**config.mk**
```make
export PLATFORM = sky130hd
export DESIGN_NAME = tgea_ram
export DESIGN_NICKNAME = d
export VERILOG_FILES = /design/src/hdl/tgea_ram.sv
export SDC_FILE = /design/constraint.sdc
export NUM_CORES = 1
export LEC_CHECK = 0
export ABC_AREA = 1
export BUFFER_PORTS_ARGS = -buffer_cell sky130_fd_sc_hd__clkbuf_2
export CAP_MARGIN = 20
export CORE_ASPECT_RATIO = 1.2
export CORE_MARGIN = 2
export CORE_UTILIZATION = 60
export CTS_BUF_LIST = sky130_fd_sc_hd__clkbuf_16
export DETAILED_ROUTE_END_ITERATION = 8
export GPL_TIMING_DRIVEN = 0
export PLACE_DENSITY = 0.81
export SETUP_SLACK_MARGIN = 0.2
export SYNTH_ARGS = -nofsm -noshare
export SYNTH_HDL_FRONTEND = slang
export SYNTH_SLANG_ARGS = --single-unit
```
**constraint.sdc**
```tcl
create_clock -name clk_i -period 3.3 [get_ports clk_i]
set_input_delay 0 -clock clk_i [delete_from_list [all_inputs] [get_ports clk_i]]
set_output_delay 0 -clock clk_i [all_outputs]
set_load 0.05 [all_outputs]
```
**src/hdl/tgea_ram.sv**
```systemverilog
// Generic single-port synchronous RAM, read-first, with a registered read.
// No dependencies.
`default_nettype none

module tgea_ram #(
  parameter int unsigned DATA_W = 8,
  parameter int unsigned DEPTH  = 16
) (
  input  wire logic                     clk_i,
  input  wire logic                     we_i,
  input  wire logic [$clog2(DEPTH)-1:0] addr_i,
  input  wire logic [DATA_W-1:0]        wdata_i,
  output      logic [DATA_W-1:0]        rdata_o
);

  logic [DATA_W-1:0] mem_q [DEPTH];

  always_ff @(posedge clk_i) begin
    if (we_i) begin
      mem_q[addr_i] <= wdata_i;
    end
    rdata_o <= mem_q[addr_i];
  end

endmodule

`default_nettype wire
```
* Word level (Yosys, flattened, before mapping)
Memories as Yosys holds them, arrays and structs flattened. A register that Yosys moved wholly into a read port is not among the register bits.
Cells that the tools add are included.
** Cells by class
- Mux-type cells :: 2
** Operator list (number)
- two-way mux 1 bit :: 2
** Storage, ports and cells
- Flip-flop bits (word level) :: 0
- RAM bits :: 128
- Bits of input ports :: 14
- Word-level logic and storage cells :: 3
- Memories kept :: 1
** Memories
- mem_q :: depth 16, width 8, read ports 1, clocked after Yosys merged registers in 1, write ports 1, line 16 : logic [DATA_W-1:0] mem_q [DEPTH];

* Depth between registers and ports, before layout
Gate-level depths: netlist of the first run.
- Depth after elaboration :: 2
- Gate-level depth with buffers :: 11
- Gate-level depth less buffers :: 9

* Worst setup path before layout of the first run
OpenSTA, ideal clock, no wires.
- Path kind :: input-to-reg
- Start point :: in addr_i[1]
- End point :: mem mem_q[3][0] (enable)
- Data arrival time :: 1.007 ns
- Path slack :: 1.923 ns
- Cell stages on the path :: 4
- Cells stage by stage :: buf_2 clkbuf_1 nand3_1 nor2_1
** RTL lines
- start: declaration :: line 11 : input wire logic [$clog2(DEPTH)-1:0] addr_i,
- end: declaration :: line 16
Straight into the memory's write port.

* Final worst setup path of the first run
- Start point :: in addr_i[1]
- End point :: mem mem_q[3][5] (enable)
Straight into the memory's write port.

==> Implementation_results.wiki, run 1 <==
{| class="wikitable"
! Metric !! Value
|-
| Reg2reg path depth || 8
|-
| Die X-Extent || 92.1 microns
|-
| Crit share post-route || 46.8%
|-
| Weighted congestion at the end of routability-driven global placement || 0.907
|-
| Critical Path End Type || register
|-
| Overall fraction of global-route tracks in use || 27.0%
|-
| Global-route wire length before repair || 19.7 mm
|-
| Setup TNS || 0 ps
|-
| Total routed wirelength || 12.3 mm
|-
| Sink Count || 136
|-
| Via count normalized by instance count || 5.45
|-
| IR drop worst, VDD || 0.466 mV
|-
| Total via count in the routed design || 3921
|-
| Slowest cell on the critical path || sky130_fd_sc_hd__nor2_1
|-
| Register-to-register path setup slack || 2260 ps
|-
| Hold path startpoint || wdata_i[1]
|-
| Final worst path period need || 1540 ps
|-
| Number of nets still failing antenna checks after routing || 0
|-
| Number of antenna violations at the first check in global routing || 0
|-
| Buffers & Inverters on Critical Path || 2
|-
| Number of optimization iterations in the first detailed-route pass || 5
|-
| Vias in the first global route || 3901
|-
| Power per unit of standard cell area || 611 nW/um^2
|-
| Count of input and output buffers || 20
|-
| Delay of the slowest cell on the worst path || 680 ps
|-
| WP data arrival || 1580 ps
|-
| Layout Nets || 601
|-
| Worst-path clk slew || 50 ps
|-
| Cells after Synth || 548
|-
| Count of final max-slew check failures || 0
|-
| Placed insts || 688
|-
| Number of warnings reported in the yosys synthesis log || 0
|-
| Worst-path cell chain || buf_2 > clkbuf_1 > nand3_1 > nor2_1
|-
| Max_slew headroom || 47.0%
|-
| Data required time at the worst endpoint || 3340 ps
|-
| Routed length per placed instance || 17.1 microns
|-
| Number of buffers added by the clock tree synthesis step || 17
|-
| Post-CTS sizing || 0
|-
| HPWL after detailed placement || 7.82 mm
|-
| Share of total power in the clock network || 42.9%
|-
| Synth-to-layout area growth || 13.9%
|-
| Area enclosed by the die boundary || 10100 sq um
|-
| Post-route cell area || 6370 sq um
|-
| Sequential area share after synthesis || 71.6%
|-
| H-tree levels || 4
|-
| Clock Skew || 4.94 ps
|-
| Synthesized area per cell || 10.2 sq um
|-
| Origin of the critical flop-to-flop path || mem_q[15][4]
|-
| Total area of multi-input combinational cells || 1390 sq um
|-
| Crit path max fanout || 10
|-
| Cts hold-fix bufs || 0
|-
| Final global-route overflow total || 0
|-
| Setup-violating endpoint count in the final report || 0
|-
| Internal || 3.01 mW
|-
| FF+latch count, synth || 136
|-
| Pin count of the biggest net entering global routing || 17
|-
| Power share of the sequential group || 49.9%
|-
| Hold Violations, Final || 0
|-
| Count of placed standard cells in the final layout, fillers left out || 720
|-
| Vert. Die Dim || 110 microns
|-
| Combinational fraction of design power || 7.1%
|-
| Post-CTS repair timing setup buffer count || 0
|-
| Clock Tree Root || sky130_fd_sc_hd__clkbuf_16
|-
| Switching pwr || 0.885 mW
|-
| Area taken by flip-flops and latches || 4000 sq um
|-
| Max Buffers Root-to-Sink || 2
|-
| Mapped Nets || 562
|-
| Number of diodes added for antenna fixing || 0
|-
| Post-placement cell area || 5840 sq um
|-
| Critical Setup Path Class || input pin to register
|-
| Cell depth of the worst min-delay path || 1
|-
| Worst Hold Class || input pin to register
|-
| RSZ-0062 raised after global routing || no
|-
| Outcome || complete, no violations
|-
| Number of distinct standard cells referenced by the synthesized netlist || 11
|-
| Family of cells with the greatest summed delay on the critical path || simple AND/OR/NAND/NOR gates
|-
| Number of core rows || 38
|-
| Effective utilization at floorplan || 61.9%
|-
| Hold endpoint || mem_q[14][1]
|-
| Leakage power of the design || 2.78 nW
|-
| Core outline area || 9030 sq um
|-
| Overall power || 3.89 mW
|-
| Number of top-level design ports || 22
|-
| Launching element type of the critical path || input pin
|-
| Synthesized cell area || 5590 sq um
|-
| Fraction of layout instances using a drive strength above 1 || 10.7%
|-
| Worst r2r dst || rdata_o[4]
|-
| Clk Latency, worst-skew pair || 420 ps
|-
| Switching power share of the total || 22.7%
|-
| CTS tree || done
|-
| Peak Freq || 648 MHz
|-
| Layout filler cell count || 634
|-
| DRC violation count after routing || 0
|-
| Number of maximum-capacitance violations || 0
|-
| DRC violation total after the first TritonRoute iteration || 436
|-
| Worst Tran Pin Value || 791 ps
|}
-- final cells by class --
cell class / instances / share of cell area, %
clock inverter: 15 / 1.57
sequential: 136 / 62.9
timing repair buffer: 20 / 1.57
clock buffer: 17 / 6.68
tap: 120 / 2.36
buffer: 21 / 1.83
multi-input combinational: 368 / 21.8
inverter: 23 / 1.36
-- placed cells by master (no fill, tap or decap) --
| master | netlist | final |
|---|---|---|
| sky130_fd_sc_hd__buf_2 | 12 | 12 |
| sky130_fd_sc_hd__clkinvlp_4 | 0 | 2 |
| sky130_fd_sc_hd__clkinv_4 | 0 | 1 |
| sky130_fd_sc_hd__nand3_1 | 4 | 4 |
| sky130_fd_sc_hd__clkinv_1 | 1 | 2 |
| sky130_fd_sc_hd__buf_4 | 6 | 6 |
| sky130_fd_sc_hd__nand2_1 | 346 | 346 |
| sky130_fd_sc_hd__inv_2 | 1 | 1 |
| sky130_fd_sc_hd__clkbuf_1 | 3 | 3 |
| sky130_fd_sc_hd__edfxtp_1 | 128 | 128 |
| sky130_fd_sc_hd__dfxtp_1 | 8 | 8 |
| sky130_fd_sc_hd__nor2_1 | 18 | 18 |
| sky130_fd_sc_hd__clkbuf_2 | 0 | 20 |
| sky130_fd_sc_hd__clkbuf_16 | 0 | 17 |
| sky130_fd_sc_hd__clkinv_2 | 0 | 4 |
| sky130_fd_sc_hd__bufinv_16 | 0 | 1 |
| sky130_fd_sc_hd__inv_1 | 21 | 27 |
-- metal layers --
metal  part of all wire (%)  vias to the layer above  global-route usage [%]  wire length [microns]
li1                       -                     1831                       -                      -
met1                     37                     1845                    32.7                   4570
met2                     51                      199                    46.7                   6260
met3                    8.0                       46                    6.65                    977
met4                    3.9                        0                    11.2                    474
met5                      0                        -                       0                      0
-- registers in the layout, summed over array words and instances, names as in the netlist --
name     count
rdata_o      8
mem_q      128
-- synth_stat cells (all sizes together) --
library cell / n / area share [%]
nand2: 346 / 23
edfxtp: 128 / 69
inv: 22 / 1.5
buf: 18 / 1.9
nor2: 18 / 1.2
dfxtp: 8 / 2.9
nand3: 4 / 0.36
clkbuf: 3 / 0.20
clkinv: 1 / 0.067
-- power groups by stage --
stage	sequential (mW)	combinational [mW]	clock, mW
final	1.94	0.277	1.67
after global routing	1.95	0.305	1.77
after CTS	1.94	0.275	1.68
after detailed placement	1.98	0.271	0
after global placement	1.98	0.262	0
after floorplan	2.02	0.133	0
-- cell families (layout without fill, tap and decap cells) --
| logic type | count (synthesis) | count (layout) | synth area share, % |
|---|---|---|---|
| flops | 136 | 136 | 71.6 |
| buf+inv | 44 | 96 | 3.62 |
| simple gates | 368 | 368 | 24.8 |
-- worst max-delay path by stage --
stage	from	end	cells past startpoint	slack, ps
2_1_floorplan	addr_i[1]	mem_q[3][0]	4	1920
3_3_place_gp	addr_i[1]	mem_q[10][0]	4	1470
3_5_place_dp	addr_i[1]	mem_q[3][4]	4	1400
4_1_cts	addr_i[1]	mem_q[3][5]	4	1800
5_1_grt	addr_i[1]	mem_q[3][6]	4	1680
6_report	addr_i[1]	mem_q[3][5]	4	1760
-- through the flow --
step / util [%] / setup WS [ps] / hold WS, ps
after floorplan: - / 1920 / 98.9
after global placement: 64.7 / 1470 / 484
after detailed placement: 64.7 / 1400 / 498
after CTS: 70.5 / 1800 / 69.7
after global routing: 70.5 / 1680 / 78.9
final: 70.5 / 1760 / 77.9
Note: power is estimated with default switching activity, not from simulation.
==> run 2: changes to the inputs <==
Settings changed: ABC_AREA 1 to 0.
Clock period 3.3 ns to 1.5 ns, I/O delays scaled along.
==> Implementation_results.wiki, run 2 <==
{| class="wikitable"
! Metric !! Value
|-
| Via count normalized by instance count || 6.29
|-
| DRC violation count after routing || 0
|-
| Most instantiated library cell after synthesis || sky130_fd_sc_hd__edfxtp_1
|-
| Total via count in the routed design || 2504
|-
| H-tree levels || 4
|-
| Count of final max-slew check failures || 0
|-
| Number of maximum-capacitance violations || 0
|-
| Placed insts || 366
|-
| CTS tree || done
|-
| Crit share post-route || 89.1%
|-
| Worst-path clk slew || 60 ps
|-
| Cts hold-fix bufs || 0
|-
| Number of warnings reported in the yosys synthesis log || 0
|-
| Vert. Die Dim || 105 microns
|-
| IR drop worst, VDD || 0.965 mV
|-
| Ys async rst share || 0%
|-
| Overall fraction of global-route tracks in use || 24.4%
|-
| Number of core rows || 36
|-
| Final core utilization || 73.5%
|-
| Area taken by flip-flops and latches || 4000 sq um
|-
| Vias in the first global route || 2571
|-
| Met1 routed wirelength after detailed routing || 3.85 mm
|-
| HPWL after detailed placement || 6.08 mm
|-
| Mapped Nets || 244
|-
| Max_slew headroom || 42.4%
|-
| Worst r2r dst || rdata_o[6]
|-
| Leading cell type in the layout, fill and taps excluded || sky130_fd_sc_hd__edfxtp_1
|-
| Capture point of the critical path || rdata_o[6]
|-
| DRC violation total after the first TritonRoute iteration || 328
|-
| FF+latch count, synth || 136
|-
| Synth-to-layout area growth || 18.2%
|-
| Register-to-register path setup slack || 160 ps
|-
| Max Buffers Root-to-Sink || 2
|-
| Setup-violating endpoint count in the final report || 0
|-
| Critical Path End Type || register
|-
| Final global-route overflow total || 0
|-
| Internal || 6.63 mW
|-
| Area enclosed by the die boundary || 9200 sq um
|-
| Outcome || complete, no violations
|-
| Post-CTS repair timing setup buffer count || 0
|-
| Total met2 wirelength after detailed routing || 5.28 mm
|-
| Launching element type of the critical path || register
|-
| Combinational fraction of design power || 6.1%
|-
| Cells after Synth || 230
|-
| Sink Count || 136
|-
| Number of distinct standard cells referenced by the synthesized netlist || 18
|-
| Leakage power of the design || 1.93 nW
|-
| Delay of the slowest cell on the worst path || 510 ps
|-
| Layout filler cell count || 442
|-
| Power share of the sequential group || 50.0%
|-
| Data required time at the worst endpoint || 1800 ps
|-
| Number of top-level design ports || 22
|-
| Total routed wirelength || 10.1 mm
|-
| Switching power share of the total || 22.5%
|-
| RSZ-0062 raised after global routing || yes
|-
| Crit path max fanout || 1
|-
| Most numerous cell types in the synthesized netlist || sky130_fd_sc_hd__edfxtp_1, sky130_fd_sc_hd__mux4_2, sky130_fd_sc_hd__a22oi_1
|-
| Hold Violations, Final || 0
|-
| Reg with most FFs || mem_q
|-
| Clock Tree Root || sky130_fd_sc_hd__clkbuf_16
|-
| Final worst path period need || 1340 ps
|-
| Number of antenna violations at the first check in global routing || 0
|-
| Fraction of layout instances using a drive strength above 1 || 42.6%
|-
| Share of total power in the clock network || 43.9%
|-
| Number of optimization iterations in the first detailed-route pass || 5
|-
| Origin of the critical flop-to-flop path || mem_q[2][6]
|-
| Overall power || 8.55 mW
|-
| Total area of multi-input combinational cells || 1110 sq um
|-
| Flip-flop count of the largest register after layout || 128
|-
| Power per unit of standard cell area || 1430 nW/um^2
|-
| Cell taking the most area after synthesis || sky130_fd_sc_hd__edfxtp_1
|-
| Pin count of the biggest net entering global routing || 17
|-
| Worst Tran Pin Value || 861 ps
|-
| Top cell type's share of synthesized area || 75.9%
|-
| Worst Setup Slack, final || 164 ps
|-
| Worst-path cell chain || mux4_2 > a22oi_2 > nand2_1
|-
| Synthesized cell area || 5070 sq um
|-
| Slowest cell on the critical path || sky130_fd_sc_hd__mux4_2
|-
| Synthesized area per cell || 22.0 sq um
|-
| Reg2reg path depth || 3
|-
| Sequential area share after synthesis || 79.0%
|-
| Largest cells by area after synthesis || sky130_fd_sc_hd__edfxtp_1, sky130_fd_sc_hd__mux4_2, sky130_fd_sc_hd__dfxtp_1
|-
| WL met3 || 836 microns
|-
| Worst Hold Class || input pin to register
|-
| Routed length per placed instance || 25.4 microns
|-
| Layout Nets || 285
|-
| Number of buffers added by the clock tree synthesis step || 17
|-
| Clock Skew || 11.1 ps
|-
| Count of flip-flops with a built-in enable after synthesis || 128
|-
| Global-route wire length before repair || 15.2 mm
|-
| Core outline area || 8150 sq um
|-
| Highest metal layer with signal wires || met4
|-
| Critical Path Source || mem_q[2][6]
|-
| Weighted congestion at the end of routability-driven global placement || 0.744
|-
| Most used DFF post-synth || sky130_fd_sc_hd__edfxtp_1
|-
| Clk Latency, worst-skew pair || 420 ps
|-
| Switching pwr || 1.92 mW
|-
| Number of diodes added for antenna fixing || 0
|-
| Peak Freq || 748 MHz
|-
| Largest registers in the final layout || mem_q: 128 flops, rdata_o: 8 flops
|-
| Setup WS pre-CTS || -524 ps
|-
| Number of nets still failing antenna checks after routing || 0
|-
| Critical Setup Path Class || register to register
|-
| Commonest non-fill, non-tap cells in the layout || sky130_fd_sc_hd__edfxtp_1, sky130_fd_sc_hd__mux4_2, sky130_fd_sc_hd__clkbuf_2, sky130_fd_sc_hd__clkbuf_16, sky130_fd_sc_hd__a22oi_2
|-
| WP data arrival || 1640 ps
|-
| Effective utilization at floorplan || 62.2%
|-
| Count of input and output buffers || 19
|-
| Count of placed standard cells in the final layout, fillers left out || 398
|-
| Die X-Extent || 87.9 microns
|}
==> run 2: power groups by stage <==
stage	clock [mW]	sequential (mW)	combinational [mW]
3_3_place_gp	0	4.34	0.467
3_5_place_dp	0	4.35	0.482
5_1_grt	3.92	4.28	0.547
6_report	3.76	4.28	0.518
4_1_cts	3.77	4.28	0.503
2_1_floorplan	0	4.44	0.222
==> run 2: final cells by class <==
class | instances | area share [%]
timing repair buffer | 22 | 1.96
buffer | 11 | 1.04
clock buffer | 18 | 7.52
clock inverter | 14 | 1.67
multi-input combinational | 83 | 18.6
sequential | 136 | 66.8
tap | 114 | 2.38
==> run 2: what timing repair did <==
action,4_1_cts,5_1_grt
resized for setup,13,11
pin swaps,3,6
endpoints found under the hold margin,0,0
endpoints found under the setup margin,71,21
==> run 2: critical path: cells and delay by family (launching register included) <==
family	cells	cell delay [ps]
AOI/OAI and AO/OA	1	210
muxes	1	510
DFF	1	410
and+or+nand+nor	1	80
==> run 2: cell families after synthesis <==
group	Yosys count	share of synthesized area (%)
AOI/OAI and AO/OA	16	2.37
buffers and inverters	11	1.19
DFF	136	79.0
muxes	32	14.2
and+or+nand+nor	35	3.21
==> run 2: per-layer routing <==
layer	global-route usage [%]	vias up
li1	-	1044
met1	32.9	1295
met2	38.0	152
met3	7.27	13
met4	8.90	0
met5	0	-
==> run 2: worst min path at each step <==
| stage | from | endpoint | slack, ps | cells past startpoint |
|---|---|---|---|---|
| final | wdata_i[5] | mem_q[1][5] | 50 | 1 |
| after global routing | wdata_i[5] | mem_q[2][5] | 60 | 1 |
| after CTS | wdata_i[5] | mem_q[1][5] | 50 | 1 |
| after detailed placement | wdata_i[6] | mem_q[7][6] | 480 | 1 |
| after global placement | wdata_i[6] | mem_q[6][6] | 430 | 1 |
| after floorplan | wdata_i[0] | mem_q[0][0] | 100 | 0 |
==> run 2: stage by stage <==
step	hold slack (ps)	setup TNS (ps)	cell area, sq um
2_1_floorplan	98.9	0	5080
3_5_place_dp	478	-38850	5350
5_1_grt	58.2	0	5990
3_3_place_gp	433	-43970	5320
4_1_cts	45.0	0	5940
6_report	48.5	0	5990
==> run 3: changes to the inputs <==
Settings changed: CORE_UTILIZATION 60 to 54, PLACE_DENSITY 0.81 to 0.78.
Clock period 1.5 ns to 1.2 ns, I/O delays scaled along.
==> Implementation_results.wiki, run 3 (synthesis gave the netlist of run 2 again) <==
{| class="wikitable"
! Metric !! Value
|-
| H-tree levels || 4
|-
| Effective utilization at floorplan || 55.8%
|-
| Fraction of layout instances using a drive strength above 1 || 44.3%
|-
| Combinational fraction of design power || 6.6%
|-
| Vert. Die Dim || 110 microns
|-
| Commonest non-fill, non-tap cells in the layout || sky130_fd_sc_hd__edfxtp_1, sky130_fd_sc_hd__mux4_2, sky130_fd_sc_hd__clkbuf_16, sky130_fd_sc_hd__clkbuf_2, sky130_fd_sc_hd__nor2_4
|-
| Family of cells with the greatest summed delay on the critical path || multiplexers
|-
| Count of placed standard cells in the final layout, fillers left out || 409
|-
| Number of top-level design ports || 22
|-
| Clk Latency, worst-skew pair || 410 ps
|-
| Placed insts || 369
|-
| Data required time at the worst endpoint || 1490 ps
|-
| Number of core rows || 38
|-
| Worst-path cell chain || mux4_2 > a22oi_2 > nand2_1
|-
| Pin count of the biggest net entering global routing || 17
|-
| Outcome || finished, violations left
|-
| Worst Tran Pin Value || 737 ps
|-
| Buffers & Inverters on Critical Path || 0
|-
| Delay of the slowest cell on the worst path || 530 ps
|-
| Total routed wirelength || 10.0 mm
|-
| Die X-Extent || 92.4 microns
|-
| Max Buffers Root-to-Sink || 2
|-
| Count of input and output buffers || 19
|-
| Slowest cell on the critical path || sky130_fd_sc_hd__mux4_2
|-
| Share of total power in the clock network || 44.3%
|-
| Worst Setup Slack, final || -89.8 ps
|-
| Clock Skew || 8.87 ps
|-
| Number of diodes added for antenna fixing || 0
|-
| DRC violation count after routing || 0
|-
| Core outline area || 9080 sq um
|-
| DRC violation total after the first TritonRoute iteration || 297
|-
| Switching power share of the total || 21.4%
|-
| Peak Freq || 775 MHz
|-
| Reg with most FFs || mem_q
|-
| Number of antenna violations at the first check in global routing || 0
|-
| RSZ-0062 raised after global routing || yes
|-
| Sink Count || 136
|-
| Synth-to-layout area growth || 23.4%
|-
| Crit share post-route || 107%
|-
| Power per unit of standard cell area || 1740 nW/um^2
|-
| Clock Tree Root || sky130_fd_sc_hd__clkbuf_16
|-
| Post-placement cell area || 5500 sq um
|-
| Switching pwr || 2.33 mW
|-
| Worst hold slack across all endpoints || 52.4 ps
|-
| Flip-flop count of the largest register after layout || 128
|-
| Number of optimization iterations in the first detailed-route pass || 4
|-
| Launching element type of the critical path || register
|-
| Number of nets still failing antenna checks after routing || 0
|-
| Weighted congestion at the end of routability-driven global placement || 0.809
|-
| WP data arrival || 1580 ps
|-
| Number of maximum-capacitance violations || 0
|-
| Worst-path clk slew || 60 ps
|-
| Routed length per placed instance || 24.4 microns
|-
| Final global-route overflow total || 0
|-
| Area enclosed by the die boundary || 10200 sq um
|-
| Internal || 8.57 mW
|-
| Largest registers in the final layout || mem_q: 128 flops, rdata_o: 8 flops
|-
| Overall power || 10.9 mW
|-
| Leading cell type in the layout, fill and taps excluded || sky130_fd_sc_hd__edfxtp_1
|-
| Number of buffers added by the clock tree synthesis step || 17
|-
| HPWL after detailed placement || 6.17 mm
|-
| IR drop worst, VDD || 1.24 mV
|-
| Final worst path period need || 1290 ps
|-
| Max_slew headroom || 50.7%
|-
| Worst Hold Class || input pin to register
|-
| Critical Path End Type || register
|-
| Critical Setup Path Class || register to register
|-
| CTS tree || done
|-
| Total via count in the routed design || 2407
|-
| Hold Violations, Final || 0
|-
| Power share of the sequential group || 49.1%
|-
| Count of final max-slew check failures || 0
|-
| Overall fraction of global-route tracks in use || 22.0%
|-
| Layout Nets || 290
|-
| Post-route cell area || 6250 sq um
|-
| Failing checks || negative setup slack
|-
| Vias in the first global route || 2458
|-
| Setup-violating endpoint count in the final report || 8
|-
| Crit path max fanout || 1
|-
| Global-route wire length before repair || 14.9 mm
|-
| Leakage power of the design || 2.05 nW
|-
| Setup WS pre-CTS || -285 ps
|-
| Via count normalized by instance count || 5.89
|}
-- run 3: cell types whose count changed in the layout (fill, tap and decap cells not counted), sizes merged --
cell	change
buf	+9
clkbuf	-2
clkinv	+2
inv	+2
clkinvlp	-6
-- run 3: stage by stage --
step	setup TNS [ps]	util [%]
final	-549	68.8
after global routing	-783	68.8
after CTS	-629	67.9
after detailed placement	-17920	60.6
after global placement	-14320	60.6
after floorplan	0	-
-- run 3: worst register-to-register path: stages, from the launching register on --
cell                       delay [ps]
sky130_fd_sc_hd__edfxtp_1         410
sky130_fd_sc_hd__mux4_2           530
sky130_fd_sc_hd__a22oi_2          170
sky130_fd_sc_hd__nand2_1           70
-- run 3: worst paths after layout --
kind          startpoint     endpoint  slack, ps  cells past startpoint
min reg2reg  mem_q[4][1]   rdata_o[1]        680                      3
max          mem_q[0][1]   rdata_o[1]        -90                      3
min           wdata_i[2]  mem_q[1][2]         50                      1
max reg2reg  mem_q[0][1]   rdata_o[1]        -90                      3
-- run 3: power groups by stage --
stage	Sequential (mW)	Clock, mW	Combinational [mW]
6_report	5.35	4.83	0.718
2_1_floorplan	5.54	0	0.331
3_5_place_dp	5.44	0	0.659
5_1_grt	5.35	5.13	0.758
4_1_cts	5.34	4.90	0.698
3_3_place_gp	5.43	0	0.645
-- run 3: layout make-up --
type,count,area [sq um]
buffer,11,92.6
tap,120,150
fill,539,2830
sequential,136,4010
timing repair buffer,27,218
clock buffer,20,500
multi-input combinational,83,1210
clock inverter,12,71.3
-- run 3: timing repair --
item	CTS	global route
setup buffers	2	6
setup endpoints to repair	38	47
resized for setup	13	11
hold buffers	0	0
hold endpoints to repair	0	0
pin swaps	4	3
-- run 3: routing by layer --
metal  vias up  GRT usage [%]  wire length (microns)  share of wire (%)
li1       1059              -                      -                  -
met1      1248           28.0                   3770                 38
met2        91           35.0                   5380                 54
met3         9           7.00                    673                6.7
met4         0           10.7                    172                1.7
met5         -              0                      0                  0
